==> src/rtl/rrqs_pkg.sv <==
`timescale 1ns / 1ps
// ----------------------------------------------------------------------------
// rrqs_pkg
// shared types and constants of the round robin quantum scheduler
// ----------------------------------------------------------------------------
package rrqs_pkg;

  typedef enum logic [1:0] {
    CMD_LOAD = 2'd0,
    CMD_PROC = 2'd1,
    CMD_UNLD = 2'd2
  } cmd_t;

  localparam logic KIND_PROC = 1'b0;
  localparam logic KIND_UNLD = 1'b1;

  localparam int WAIT_DEPTH_DEF  = 16;
  localparam int RING_DEPTH_DEF  = 16;
  localparam int STACK_DEPTH_DEF = 16;

  localparam logic [15:0] QUANTUM_RST = 16'd1;

  typedef struct packed {
    logic [1:0]  command;
    logic [15:0] job_id;
    logic [15:0] job_time;
  } in_req_t;

  typedef struct packed {
    logic        kind;
    logic        found;
    logic [15:0] out_id;
    logic [15:0] out_time;
    logic        overflow;
  } out_rsp_t;

  typedef struct packed {
    logic [15:0] id;
    logic [15:0] rem;
  } job_t;

endpackage

==> src/rtl/round_robin_quantum_scheduler.sv <==
`timescale 1ns / 1ps
// ----------------------------------------------------------------------------
// round_robin_quantum_scheduler
// round-robin time-slice scheduler: waiting fifo, job ring, finished stack
// ----------------------------------------------------------------------------
//   channel | ports                         | moves
//   --------+-------------------------------+------------------------------
//   in      | in_valid, in_stall, in_req    | LOAD / PROC / UNLD requests
//   out     | out_valid, out_stall, out_rsp | PROC and UNLD reports
//   cfg     | cfg_wr_en, cfg_wr_data        | quantum register write
//
// one request enters per cycle while in_stall is low; its report leaves through
// the input register, then the result register. ring head, ring second entry,
// waiting head and stack top sit in prefetch registers fed by registered
// memory reads, so the work stage never waits on a memory read.
// reset clears all counts and pointers and sets quantum to 1; no memory sweep.
// out_stall holds the result register, which then holds the input register.
// ----------------------------------------------------------------------------
module round_robin_quantum_scheduler #(
  parameter int WAIT_DEPTH  = rrqs_pkg::WAIT_DEPTH_DEF,
  parameter int RING_DEPTH  = rrqs_pkg::RING_DEPTH_DEF,
  parameter int STACK_DEPTH = rrqs_pkg::STACK_DEPTH_DEF
) (
  input  logic               clk,
  input  logic               rst_n,
  input  logic               in_valid,
  output logic               in_stall,
  input  rrqs_pkg::in_req_t  in_req,
  output logic               out_valid,
  input  logic               out_stall,
  output rrqs_pkg::out_rsp_t out_rsp,
  input  logic               cfg_wr_en,
  input  logic [15:0]        cfg_wr_data
);
  import rrqs_pkg::*;

  localparam int WAW = $clog2(WAIT_DEPTH);
  localparam int WCW = $clog2(WAIT_DEPTH + 1);
  localparam int RCW = $clog2(RING_DEPTH + 1);
  localparam int RING_PHYS = (RING_DEPTH < 4) ? 4 : ((RING_DEPTH + 1) / 2) * 2;
  localparam int RING_ROWS = RING_PHYS / 2;
  localparam int PW  = $clog2(RING_PHYS);
  localparam int SAW = $clog2(STACK_DEPTH);
  localparam int SCW = $clog2(STACK_DEPTH + 1);

  // control and config registers
  logic [15:0]    quantum_r;
  logic           in_valid_r, in_valid_nxt;
  in_req_t        in_req_r;
  logic           out_valid_r, out_valid_nxt;
  out_rsp_t       out_rsp_r, out_rsp_nxt;
  logic           drop_pend_r, drop_pend_nxt;

  logic [WAW-1:0] wait_head_r, wait_head_nxt;
  logic [WCW-1:0] wait_cnt_r, wait_cnt_nxt;
  logic [PW-1:0]  ring_head_r, ring_head_nxt;
  logic [RCW-1:0] ring_cnt_r, ring_cnt_nxt;
  logic [SCW-1:0] done_cnt_r, done_cnt_nxt;
  job_t           head_job_r, head_job_nxt;
  job_t           tail_job_r, tail_job_nxt;

  // memories and their registered read data
  job_t           wait_mem [WAIT_DEPTH];
  job_t           ring_mem0 [RING_ROWS];
  job_t           ring_mem1 [RING_ROWS];
  logic [15:0]    done_mem [STACK_DEPTH];
  job_t           wait_rd_r;
  job_t           ring_rd0_r, ring_rd1_r;
  logic           ring_rd_odd_r;
  logic [15:0]    done_rd_r;

  logic           wait_we;
  logic [WAW-1:0] wait_widx, wait_ridx;
  logic           ring_we0, ring_we1;
  logic [PW-2:0]  ring_wrow0, ring_wrow1, ring_rrow;
  job_t           ring_wd0, ring_wd1;
  logic [PW-1:0]  ring_rd_pos;
  logic           done_we;
  logic [SAW-1:0] done_widx, done_ridx;
  logic [SCW-1:0] done_cnt_dec;

  // work stage terms
  logic           out_ready, fire;
  logic           tail_zero, done_full, wait_full, wait_has, admit, rotate;
  logic [RCW-1:0] n1, n2;
  job_t           head_src, charged_job, ring_next;
  logic [15:0]    charged;
  logic [PW:0]    pos_w_sum, pos_c_sum;
  logic [PW-1:0]  pos_w, pos_c;
  logic [WAW:0]   wait_sum;
  logic [WAW-1:0] wait_head_inc;

  assign out_ready = !out_valid_r || !out_stall;
  assign fire      = in_valid_r && out_ready;
  assign in_stall  = in_valid_r && !out_ready;
  assign out_valid = out_valid_r;
  assign out_rsp   = out_rsp_r;

  // tail job is always the one charged last, so only its time is checked
  assign tail_zero = (ring_cnt_r != '0) && (tail_job_r.rem == '0);
  assign done_full = done_cnt_r == SCW'(STACK_DEPTH);
  assign wait_full = wait_cnt_r == WCW'(WAIT_DEPTH);
  assign wait_has  = wait_cnt_r != '0;
  assign n1        = ring_cnt_r - RCW'(tail_zero);
  assign admit     = wait_has && (n1 < RCW'(RING_DEPTH));
  assign n2        = n1 + RCW'(admit);
  assign rotate    = n2 > RCW'(1);

  assign head_src    = (n1 == '0) ? wait_rd_r : head_job_r;
  assign charged     = (head_src.rem > quantum_r) ? head_src.rem - quantum_r : '0;
  assign charged_job = '{id: head_src.id, rem: charged};
  assign ring_next   = ring_rd_odd_r ? ring_rd1_r : ring_rd0_r;

  assign pos_w_sum = {1'b0, ring_head_r} + (PW+1)'(n1);
  assign pos_c_sum = {1'b0, ring_head_r} + (PW+1)'(n2);
  assign pos_w = (pos_w_sum >= (PW+1)'(RING_PHYS)) ?
                 PW'(pos_w_sum - (PW+1)'(RING_PHYS)) : pos_w_sum[PW-1:0];
  assign pos_c = (pos_c_sum >= (PW+1)'(RING_PHYS)) ?
                 PW'(pos_c_sum - (PW+1)'(RING_PHYS)) : pos_c_sum[PW-1:0];

  assign wait_sum  = {1'b0, wait_head_r} + (WAW+1)'(wait_cnt_r);
  assign wait_widx = (wait_sum >= (WAW+1)'(WAIT_DEPTH)) ?
                     WAW'(wait_sum - (WAW+1)'(WAIT_DEPTH)) : wait_sum[WAW-1:0];
  assign wait_head_inc = (wait_head_r == WAW'(WAIT_DEPTH - 1)) ? '0 :
                         wait_head_r + WAW'(1);
  assign done_widx = done_cnt_r[SAW-1:0];

  always_comb begin
    in_valid_nxt  = (in_valid && !in_stall) || (in_valid_r && !fire);
    out_valid_nxt = out_valid_r && out_stall;
    out_rsp_nxt   = out_rsp_r;
    drop_pend_nxt = drop_pend_r;
    wait_head_nxt = wait_head_r;
    wait_cnt_nxt  = wait_cnt_r;
    ring_head_nxt = ring_head_r;
    ring_cnt_nxt  = ring_cnt_r;
    done_cnt_nxt  = done_cnt_r;
    head_job_nxt  = head_job_r;
    tail_job_nxt  = tail_job_r;
    wait_we       = 1'b0;
    done_we       = 1'b0;
    ring_we0      = 1'b0;
    ring_we1      = 1'b0;
    ring_wrow0    = pos_w[PW-1:1];
    ring_wrow1    = pos_w[PW-1:1];
    ring_wd0      = wait_rd_r;
    ring_wd1      = wait_rd_r;

    if (fire) begin
      case (in_req_r.command)
        CMD_LOAD: begin
          if (wait_full) begin
            drop_pend_nxt = 1'b1;
          end else begin
            wait_we      = 1'b1;
            wait_cnt_nxt = wait_cnt_r + WCW'(1);
          end
        end
        CMD_PROC: begin
          if (tail_zero && !done_full) begin
            done_we      = 1'b1;
            done_cnt_nxt = done_cnt_r + SCW'(1);
          end
          if (wait_has) begin
            wait_head_nxt = wait_head_inc;
            wait_cnt_nxt  = wait_cnt_r - WCW'(1);
          end
          // admitted and rotated entries land on opposite banks
          if (admit) begin
            if (pos_w[0]) begin
              ring_we1 = 1'b1;
            end else begin
              ring_we0 = 1'b1;
            end
          end
          if (rotate) begin
            if (pos_c[0]) begin
              ring_we1   = 1'b1;
              ring_wrow1 = pos_c[PW-1:1];
              ring_wd1   = charged_job;
            end else begin
              ring_we0   = 1'b1;
              ring_wrow0 = pos_c[PW-1:1];
              ring_wd0   = charged_job;
            end
            ring_head_nxt = (ring_head_r == PW'(RING_PHYS - 1)) ? '0 :
                            ring_head_r + PW'(1);
          end
          ring_cnt_nxt = n2;
          if (n2 != '0) begin
            tail_job_nxt = charged_job;
            if (!rotate) begin
              head_job_nxt = charged_job;
            end else if (n1 == RCW'(1)) begin
              head_job_nxt = wait_rd_r;
            end else begin
              head_job_nxt = ring_next;
            end
          end
          out_valid_nxt        = 1'b1;
          drop_pend_nxt        = 1'b0;
          out_rsp_nxt.kind     = KIND_PROC;
          out_rsp_nxt.found    = n2 != '0;
          out_rsp_nxt.out_id   = (n2 != '0) ? head_src.id : '0;
          out_rsp_nxt.out_time = (n2 != '0) ? charged : '0;
          out_rsp_nxt.overflow = (tail_zero && done_full) || (wait_has && !admit) ||
                                 drop_pend_r;
        end
        CMD_UNLD: begin
          if (done_cnt_r != '0) begin
            done_cnt_nxt = done_cnt_r - SCW'(1);
          end
          out_valid_nxt        = 1'b1;
          drop_pend_nxt        = 1'b0;
          out_rsp_nxt.kind     = KIND_UNLD;
          out_rsp_nxt.found    = done_cnt_r != '0;
          out_rsp_nxt.out_id   = (done_cnt_r != '0) ? done_rd_r : '0;
          out_rsp_nxt.out_time = '0;
          out_rsp_nxt.overflow = drop_pend_r;
        end
        default: begin
        end
      endcase
    end
  end

  // prefetch addresses follow the next-state pointers
  assign ring_rd_pos  = (ring_head_nxt == PW'(RING_PHYS - 1)) ? '0 :
                        ring_head_nxt + PW'(1);
  assign ring_rrow    = ring_rd_pos[PW-1:1];
  assign wait_ridx    = wait_head_nxt;
  assign done_cnt_dec = done_cnt_nxt - SCW'(1);
  assign done_ridx    = (done_cnt_nxt == '0) ? '0 : SAW'(done_cnt_dec);

  always_ff @(posedge clk) begin
    if (!rst_n) begin
      quantum_r   <= QUANTUM_RST;
      in_valid_r  <= 1'b0;
      out_valid_r <= 1'b0;
      drop_pend_r <= 1'b0;
      wait_head_r <= '0;
      wait_cnt_r  <= '0;
      ring_head_r <= '0;
      ring_cnt_r  <= '0;
      done_cnt_r  <= '0;
    end else begin
      if (cfg_wr_en) begin
        quantum_r <= cfg_wr_data;
      end
      in_valid_r  <= in_valid_nxt;
      out_valid_r <= out_valid_nxt;
      drop_pend_r <= drop_pend_nxt;
      wait_head_r <= wait_head_nxt;
      wait_cnt_r  <= wait_cnt_nxt;
      ring_head_r <= ring_head_nxt;
      ring_cnt_r  <= ring_cnt_nxt;
      done_cnt_r  <= done_cnt_nxt;
    end
  end

  always_ff @(posedge clk) begin
    if (in_valid && !in_stall) begin
      in_req_r <= in_req;
    end
    out_rsp_r  <= out_rsp_nxt;
    head_job_r <= head_job_nxt;
    tail_job_r <= tail_job_nxt;
  end

  // memories: one write and one registered read each, write-first on a match
  always_ff @(posedge clk) begin
    if (wait_we) begin
      wait_mem[wait_widx] <= '{id: in_req_r.job_id, rem: in_req_r.job_time};
    end
    wait_rd_r <= (wait_we && (wait_widx == wait_ridx)) ?
                 job_t'{id: in_req_r.job_id, rem: in_req_r.job_time} : wait_mem[wait_ridx];
  end

  always_ff @(posedge clk) begin
    if (ring_we0) begin
      ring_mem0[ring_wrow0] <= ring_wd0;
    end
    if (ring_we1) begin
      ring_mem1[ring_wrow1] <= ring_wd1;
    end
    ring_rd0_r    <= (ring_we0 && (ring_wrow0 == ring_rrow)) ? ring_wd0 : ring_mem0[ring_rrow];
    ring_rd1_r    <= (ring_we1 && (ring_wrow1 == ring_rrow)) ? ring_wd1 : ring_mem1[ring_rrow];
    ring_rd_odd_r <= ring_rd_pos[0];
  end

  always_ff @(posedge clk) begin
    if (done_we) begin
      done_mem[done_widx] <= tail_job_r.id;
    end
    done_rd_r <= (done_we && (done_widx == done_ridx)) ? tail_job_r.id : done_mem[done_ridx];
  end

endmodule

==> config.mk <==
export PLATFORM = sky130hd
export DESIGN_NAME = round_robin_quantum_scheduler
export DESIGN_NICKNAME = d
export VERILOG_FILES = /design/src/rtl/rrqs_pkg.sv /design/src/rtl/round_robin_quantum_scheduler.sv
export SDC_FILE = /design/constraint.sdc
export NUM_CORES = 1
export LEC_CHECK = 0
export ABC_CLOCK_PERIOD_IN_PS = 7050
export BUFFER_PORTS_ARGS = -buffer_cell sky130_fd_sc_hd__buf_4
export CORE_UTILIZATION = 55
export DETAILED_ROUTE_END_ITERATION = 6
export MAX_ROUTING_LAYER = met4
export PLACE_DENSITY = 0.71
export SETUP_SLACK_MARGIN = 0.02
export SYNTH_ARGS = -nofsm -noshare
export SYNTH_HDL_FRONTEND = slang
export SYNTH_SLANG_ARGS = --single-unit
==> constraint.sdc <==
create_clock -name clk -period 7.05 [get_ports clk]
set_input_delay 0.3525 -clock clk [delete_from_list [all_inputs] [get_ports clk]]
set_output_delay 0.3525 -clock clk [all_outputs]
set_load 0.005 [all_outputs]
; Yosys cells after proc, flatten, opt, wreduce, memory -nomap -nowiden
; Memories as Yosys holds them, arrays and structs flattened. A register that Yosys moved wholly into a read port is not among the register bits.
; Index checks and enable logic that the tools add are counted.
[word_totals]
mem_bits_ro = 0
n_memories = 4
ram_bits = 1280
output_inout_bits = 37
reg_bits = 176
wordCells = 173
latchBits = 0
inputBits = 55
[op_classes]
eq_ne = 11
reduce_logical = 38
shift = 0
mul = 0
n_mux = 75
bitwise_logic = 0
div_mod_pow = 0
addsub = 17
order_cmp = 6
[memory_table]
columns = memory, words, width, read_ports, rd_clocked_by_memory_dff, write_ports, line
row1 = wait_mem, 16, 32, 1, 1, 1, round_robin_quantum_scheduler.sv:63  ; job_t wait_mem [WAIT_DEPTH];
row2 = done_mem, 16, 16, 1, 1, 1, round_robin_quantum_scheduler.sv:66  ; logic [15:0] done_mem [STACK_DEPTH];
row3 = ring_mem0, 8, 32, 1, 1, 1, round_robin_quantum_scheduler.sv:64  ; job_t ring_mem0 [RING_ROWS];
row4 = ring_mem1, 8, 32, 1, 1, 1, round_robin_quantum_scheduler.sv:65  ; job_t ring_mem1 [RING_ROWS];
[op_table]
columns = cell, count
row1 = $mux 32, 12
row2 = $pmux 35 s2, 1
row3 = $mux 16, 4
row4 = $mux 4, 13
row5 = $mux 1, 29
row6 = $mux 5, 5
row7 = $mux 3, 8
row8 = $pmux 5 s2, 2
row9 = $reduce_bool 5->1, 4
row10 = $gt 16x16->1, 1
row11 = $logic_not 16->1, 1
row12 = $sub 16x16->16, 1
row13 = $sub 4x1->4 const B, 4
row14 = $add 4x5->5, 3
row15 = $ge 5x5->1 const B, 3
row16 = $add 4x1->4 const B, 3
row17 = $eq 4x4->1 const B, 3
row18 = $add 5x1->5 const B, 2
row19 = $eq 5x5->1 const B, 2
row20 = $logic_and 1x1->1, 10
row21 = $logic_not 5->1, 2
row22 = $sub 5x1->5 const B, 2
row23 = $logic_not 1->1, 7
row24 = $ne 2x2->1 const B, 3
row25 = 15 further kinds, 22

; Longest topological paths before layout
; Gate-level depths: netlist (run 1).
[logic_depth]
ltp_word = 15
depth_mapped = 25
ltp_nobuf = 21

; Worst setup path after synthesis (run 1)
; No wires, ideal clock.
[synth_path]
path_type = register to register
startpoint = reg ring_cnt_r[3]
endpoint = reg head_job_r[0] (netlist name), enable pin
period_less_slack_ns = 6.828
setup_ns = 0.486
n_path_buf = 4
setup_slack_ns = 0.222
arrival_ns = 6.342
t_required_ns = 6.564
stages_incl_launch_ff = 21
path_cell_list = dfxtp_1 > buf_2 > nor2_1 > nor4b_2 > nor2_1 > ha_1 > ha_1 > buf_2 > nor2b_1 > nand2_1 > and2_1 > nor2b_1 > ha_1 > ha_1 > nand2b_1 > a21oi_1 > a21oi_1 > buf_2 > clkbuf_1 > nor2_1 > nor2_1
[synth_via]
elab_chain_cells = 8
[synth_lines]
columns = element, line
row1 = from (decl), round_robin_quantum_scheduler.sv:57  ; logic [RCW-1:0] ring_cnt_r, ring_cnt_nxt;
row2 = from (signal assigned), round_robin_quantum_scheduler.sv:256  ; ring_cnt_r <= ring_cnt_nxt;
row3 = $reduce_bool 5->1, round_robin_quantum_scheduler.sv:100  ; assign tail_zero = (ring_cnt_r != '0) && (tail_job_r.rem == '0);
row4 = $logic_and 1x1->1, round_robin_quantum_scheduler.sv:100
row5 = $sub 5x1->5 (*), round_robin_quantum_scheduler.sv:104  ; assign n1 = ring_cnt_r - RCW'(tail_zero);
row6 = $lt 5x5->1, round_robin_quantum_scheduler.sv:105  ; assign admit = wait_has && (n1 < RCW'(RING_DEPTH));
row7 = $logic_and 1x1->1, round_robin_quantum_scheduler.sv:105
row8 = $add 5x1->5 (*), round_robin_quantum_scheduler.sv:106  ; assign n2 = n1 + RCW'(admit);
row9 = $reduce_bool 5->1 (*), round_robin_quantum_scheduler.sv:190  ; if (n2 != '0) begin
row10 = $reduce_and 3->1 (no source line) (*), -
row11 = to (signal assigned), round_robin_quantum_scheduler.sv:266  ; head_job_r <= head_job_nxt;
row12 = to (decl), round_robin_quantum_scheduler.sv:59  ; job_t head_job_r, head_job_nxt;
; Every way passes the cells marked *; elsewhere a longest branch is shown, timed or not.
; A chain may end at the register's enable or synchronous reset.

==> results of run 1 <==
==> synthesized netlist by cell type (3+ instances only) <==
cell	count
edfxtp_1	1413
mux4_2	398
nand2_1	158
nor2_1	119
inv_1	75
o21ai_1	71
clkbuf_1	62
mux2i_1	57
dfxtp_1	54
buf_2	51
ha_1	45
a21oi_1	40
o21ai_0	40
mux2_2	33
xnor2_1	22
mux2i_2	16
nor3_1	16
a21o_1	15
buf_4	13
nor2b_1	12
nor4_1	12
nand3_1	11
and2_1	10
buf_1	10
nand2b_1	10
xor2_1	10
a31oi_1	8
a211oi_1	7
and3_1	7
o31ai_1	7
or3_1	7
fa_1	5
nand4_1	5
o2111ai_1	4
o21bai_1	4
a22o_1	3
nand3b_1	3
nor4b_1	3
o22ai_1	3
o311ai_0	3
==> final cells by class <==
cell class,count,area share
multi-input combinational,1209,0.218
clock buffer,180,0.0585
timing repair buffer,226,0.0288
sequential,1467,0.650
inverter,77,0.00432
antenna,1,0.0000374
clock inverter,89,0.0134
tap,1391,0.0260
==> metal layers <==
metal	up-vias	part of all wire
met5	-	0
met3	249	0.086
met1	15400	0.40
met4	0	0.035
li1	12300	-
met2	1409	0.48
==> flip-flops by register name, summed over array words and instances (netlist names), 32 cells and up, named ones only <==
| signal | count |
|---|---|
| wait_mem | 512 |
| done_mem | 256 |
| ring_mem0 | 256 |
| ring_mem1 | 256 |
| out_rsp | 35 |
| in_req_r | 34 |
| head_job_r | 32 |
| tail_job_r | 32 |
==> cells by family after synthesis <==
group,Yosys count
mux,504
fa+ha+maj,50
compound gates,231
simple gates,390
flops,1467
buf+inv,214
xor+xnor,34
==> tightest hold or removal path: stages <==
cell	delay, ns
buf_4	0.22
mux2i_1	0.15
nor2_1	0.07
==> power groups by stage <==
| stage | registers, mW | logic, mW | clock network (mW) |
|---|---|---|---|
| after floorplan | 9.78 | 0.252 | 0 |
| after global placement | 9.80 | 0.418 | 0 |
| after detailed placement | 9.80 | 0.426 | 0 |
| after CTS | 9.62 | 0.453 | 7.85 |
| after global routing | 9.62 | 0.494 | 8.19 |
| final | 9.62 | 0.461 | 7.75 |
==> worst min path at each step <==
stage	startpoint	endpoint	slack, ns
after floorplan	rst_n	quantum_r[0]	0.41
after global placement	quantum_r[0]	quantum_r[0]	0.47
after detailed placement	quantum_r[0]	quantum_r[0]	0.47
after CTS	cfg_wr_en	quantum_r[10]	0.05
after global routing	cfg_wr_en	quantum_r[10]	0.08
final	cfg_wr_en	quantum_r[1]	0.09
==> cell usage in the layout, fill, tap and decap left out, types with 11 or more instances in the layout <==
cell	n
nand2_1	157
clkbuf_16	151
ha_1	45
inv_1	74
nor2b_1	11
edfxtp_1	1413
nor4_1	12
a21oi_1	39
clkinv_1	29
clkbuf_1	26
nand3_1	11
mux2_2	33
o21ai_1	83
xnor2_1	22
o21ai_0	28
buf_4	165
mux4_2	398
nor3_1	16
dlygate4sd3_1	53
mux2i_1	57
clkinv_2	24
nor2_4	33
bufinv_16	15
a21o_1	15
nor2_1	86
dfxtp_1	43
mux2i_2	16
==> what timing repair did <==
item,in CTS,in global routing
resized for setup,0,16
hold endpoints to repair,58,0
buffers inserted,0,2
hold buffers,53,0
setup endpoints to repair,0,201
==> results.yml, run 1 <==
sta:
  rsz0062_at_grt: "yes"
  fin_ws_ns: 0.400
  skew_ns: 0.0277
  min_period_ns: 6.65
  fmax_mhz: 150
  relSlewSlack: 0.206
  finalHoldViolCount: 0
  slew_violations: 0
  finalCritPeriodShare: 0.943
  whs_ns: 0.0917
  fin_tns_setup_ns: 0
  tightest_slew_ns: 1.19
  setup_viol: 0
global_routing:
  grt_pass1_vias: 30200
  gr-total-overflow: 0
  grt_pass1_wl_um: 201000
  track_usage: 0.270
  met1_usage: 0.367
  busiest_layer: "met2"
  grt_max_degree: 87
  grt.met3_usage: 0.0491
  antenna_found_initial: 2
  globalRouteMet2Util: 0.414
synth:
  synthMuxAreaShare: 0.172
  synth_compound_area_frac: 0.0245
  ys_seq_area_frac: 0.741
  synth_top_family_by_area: "multiplexers"
  syn_avg_cell_area_um2: 20.3
  synthCells: 2890
  synthArstFlopShare: 0
  syn_area_mm2: 0.0588
  synth_warnings: 0
  yosys.area_share.adder: 0.0113
  synth_cell_types: 72
  yosys-top-cells-area: "edfxtp_1 72%, mux4_2 15%, dfxtp_1 1.8%, nand2_1 1.0%, mux2i_1 0.97%"
  yosysTopAreaCell: "edfxtp_1"
  yosysTopAreaCellShare: 0.722
  synth_xor_area_frac: 0.00532
  synth-main-ff-cell: "edfxtp_1"
  syn_nets: 2995
  synth-edff-count: 1413
  ys_ff_latch: 1467
  synth-simple-area-share: 0.0303
floorplanning:
  rows: 119
  ioPinCount: 92
  die_y_um: 329
  die_x_um: 329
  core-area_mm2: 0.106
  start_util: 0.557
  die-area_mm2: 0.108
setup_path:
  path_cells: "nor4_1, nand4_1, nor2_1, ha_1, ha_1, nor2b_1, a32o_1, a21o_1, nand4_2, buf_4, mux2_2, ha_1, and3_1, a211oi_1, o21bai_1, nand3b_1, a311o_1, xnor2_1, o31ai_1"
  startpoint: "tail_job_r[11]"
  cp_top_family: "simple AND/OR/NAND/NOR gates"
  crit_required_ns: 7.47
  rr_worst_depth: 19
  slowest_stage: "o31ai_1"
  path_common_cell: "ha_1"
  crit_buf_inv: 1
  rr_startpoint: "tail_job_r[11]"
  end_kind: "flop"
  start_kind: "flop"
  path_depth: 19
  crit_end: "ring_mem0[4][15]"
  max_stage_delay_ns: 0.73
  ff2ff_setup_slack_ns: 0.40
  crit_fanout: 10
  reg2reg_to: "ring_mem0[4][15]"
  arrival_ns: 7.07
  worstSetupPathType: "reg -> reg"
pwr:
  seq_power_share: 0.539
  p_leak_nw: 21.3
  p_int_mw: 14.3
  p_switching_mw: 3.57
  swShare: 0.200
  p_comb_frac: 0.026
  p_per_area_mw_per_mm2: 266
  peakVddDrop_mv: 0.274
  p_clk_frac: 0.435
  power_mw: 17.8
finish:
  stdcell_count: 4640
  fin_util: 0.634
  design_area_mm2: 0.0669
  multi_input_area_mm2: 0.0146
  regArea_mm2: 0.0435
  fin_nets: 3232
  n_fill_cell: 6976
  syn_to_final_growth_pct: 13.9
  drive_gt1_frac: 0.279
cts:
  clockRootBuffer: "clkbuf_16"
  cts.sinks: 1467
  clkSlewWorstSetupHoldPaths_ns: 0.06
  tritoncts: "built"
  h-tree-depth: 4
  cts_buffers: 146
  clkLatencyLatePin_ns: 0.75
  cts.path.max_buffers: 3
outcome:
  status: "finished with violations"
  violations: "DRC"
route:
  first_pass_iters: 7
  drc: 6
  via_per_inst: 6.33
  finalWirelength_um: 138000
  vias: 29400
  wl_per_cell_um: 29.8
  ant_nets: 0
  first_iter_violations: 3473
placement:
  dp_slack_ns: 0.287
  place_inst: 4315
  portBuffers: 91
  place.gp.congestion: 0.854
  dpl.hpwl_um: 77900
  place_area_mm2: 0.0616
job:
  maxCapViolCount: 0
hold_path:
  hold_depth: 3
  holdCritPathClass: "in -> reg"
No activity file was read; power rests on OpenSTA's default activity.
==> inputs of run 2 (changes only) <==
CORE_MARGIN = 4   (was unset)
==> results.yml, run 2 (same netlist as run 1, synthesis figures left out) <==
outcome:
  status: "finished clean"
cts:
  clockRootBuffer: "clkbuf_16"
  tritoncts: "built"
  clkSlewWorstSetupHoldPaths_ns: 0.06
  h-tree-depth: 4
  cts.sinks: 1467
  cts_buffers: 145
  cts.path.max_buffers: 3
  clkLatencyLatePin_ns: 0.76
global_routing:
  gr-total-overflow: 0
  antenna_found_initial: 2
  grt_pass1_vias: 30400
  grt_pass1_wl_um: 208000
  grt_max_degree: 65
  track_usage: 0.264
floorplanning:
  die_x_um: 335
  die-area_mm2: 0.112
  rows: 119
  ioPinCount: 92
  core-area_mm2: 0.106
  start_util: 0.556
  die_y_um: 335
pwr:
  p_comb_frac: 0.026
  seq_power_share: 0.546
  p_clk_frac: 0.428
  swShare: 0.203
  peakVddDrop_mv: 0.246
  p_int_mw: 14.0
  p_leak_nw: 21.2
  p_per_area_mw_per_mm2: 264
  p_switching_mw: 3.58
route:
  vias: 29700
  ant_nets: 0
  drc: 0
  finalWirelength_um: 142000
  first_pass_iters: 6
  via_per_inst: 6.41
  wl_per_cell_um: 30.5
  first_iter_violations: 3908
setup_path:
  start_kind: "flop"
  max_stage_delay_ns: 0.45
  crit_required_ns: 7.42
  end_kind: "flop"
  path_cells: "nor4_1, nand4_1, buf_4, nor2_1, ha_1, ha_1, nor2b_1, a32o_1, a21o_1, nand4_4, mux2i_1, ha_1, inv_1, fa_1, a211oi_1, nor4_1, a211o_1, nand3_1, nand2_1, o211ai_1, o21ai_0"
  crit_fanout: 17
  arrival_ns: 6.84
  path_common_cell: "ha_1"
  worstSetupPathType: "reg -> reg"
  slowest_stage: "fa_1"
sta:
  min_period_ns: 6.47
  finalCritPeriodShare: 0.918
  tightest_slew_ns: 1.29
  fmax_mhz: 155
  whs_ns: 0.0780
  rsz0062_at_grt: "no"
  fin_tns_setup_ns: 0
  finalHoldViolCount: 0
  setup_viol: 0
  slew_violations: 0
  skew_ns: 0.0377
  relSlewSlack: 0.128
finish:
  design_area_mm2: 0.0668
  regMostFlops: "wait_mem"
  fin_nets: 3240
  final_common_cell: "edfxtp_1"
  antenna_cells: 0
  syn_to_final_growth_pct: 13.7
  drive_gt1_frac: 0.279
  largest_reg_flops: 512
  layout_common_cells: "1413 x edfxtp_1, 398 x mux4_2, 176 x buf_4"
job:
  maxCapViolCount: 0
placement:
  place_area_mm2: 0.0616
  portBuffers: 91
  place.gp.congestion: 0.878
  dpl.hpwl_um: 82200
hold_path:
  holdCritPathClass: "in -> reg"
[run 2: cell count changes in the layout (fill, tap and decap cells not counted), moves of 4 or more]
cell / change
o21ai_1: -12
clkinv_2: +7
bufinv_16: -4
o21ai_0: +10
buf_4: +11
[run 2: final timing paths]
path,startpoint,to,slack [ns],depth (start not counted)
setup / recovery,tail_job_r[14],ring_mem1[7][4],0.58,21
hold reg to reg,ring_cnt_r[0],ring_cnt_r[0],0.49,2
setup reg to reg,tail_job_r[14],ring_mem1[7][4],0.58,21
hold / removal,cfg_wr_en,quantum_r[8],0.08,3
[run 2: per-layer routing]
| layer | vias up | global-route usage | routed length [um] |
|---|---|---|---|
| met5 | - | - | 0 |
| met4 | 0 | 0.0635 | 2930 |
| met3 | 198 | 0.0484 | 12100 |
| met2 | 1535 | 0.422 | 70900 |
| met1 | 15700 | 0.362 | 55500 |
| li1 | 12400 | - | - |
[run 2: repair_timing]
action,4_1_cts,5_1_grt
resized for setup,0,5
hold endpoints to repair,58,0
setup endpoints to repair,0,51
hold buffers,53,0
setup buffers,0,2
[run 2: final cells by class]
class                   instances  area, um^2
flip-flops and latches       1467       43500
fillers                      7032       38900
multi-input cells            1209       14600
clock buffers                 175        3850
repair buffers                235        1970
well taps                    1391        1740
clock inverters                87         779
inverters                      77         289
[run 2: power groups by stage]
stage / clock network [mW] / logic, mW / registers (mW)
after global placement: 0 / 0.417 / 9.80
after global routing: 8.03 / 0.494 / 9.62
after floorplan: 0 / 0.252 / 9.78
final: 7.54 / 0.461 / 9.62
after CTS: 7.64 / 0.455 / 9.62
after detailed placement: 0 / 0.428 / 9.80
[run 2: stage by stage]
stage               power [mW]   util  std cells  setup slack [ns]
CTS                       17.7  0.632       4639             0.345
finish                    17.6  0.632       4641             0.582
floorplan                 10.0      -       2890             0.222
global route              18.1  0.632       4641             0.218
global placement          10.2  0.583       4324             0.540
detailed placement        10.2  0.583       4324             0.374
[run 2: worst max-delay path, delay by kind of cell (launching register included)]
family / cells / cell delay, ns
fa+ha+maj: 4 / 1.27
buf+inv: 2 / 0.26
flops: 1 / 0.37
mux: 1 / 0.27
compound gates: 6 / 2.06
simple gates: 8 / 1.86
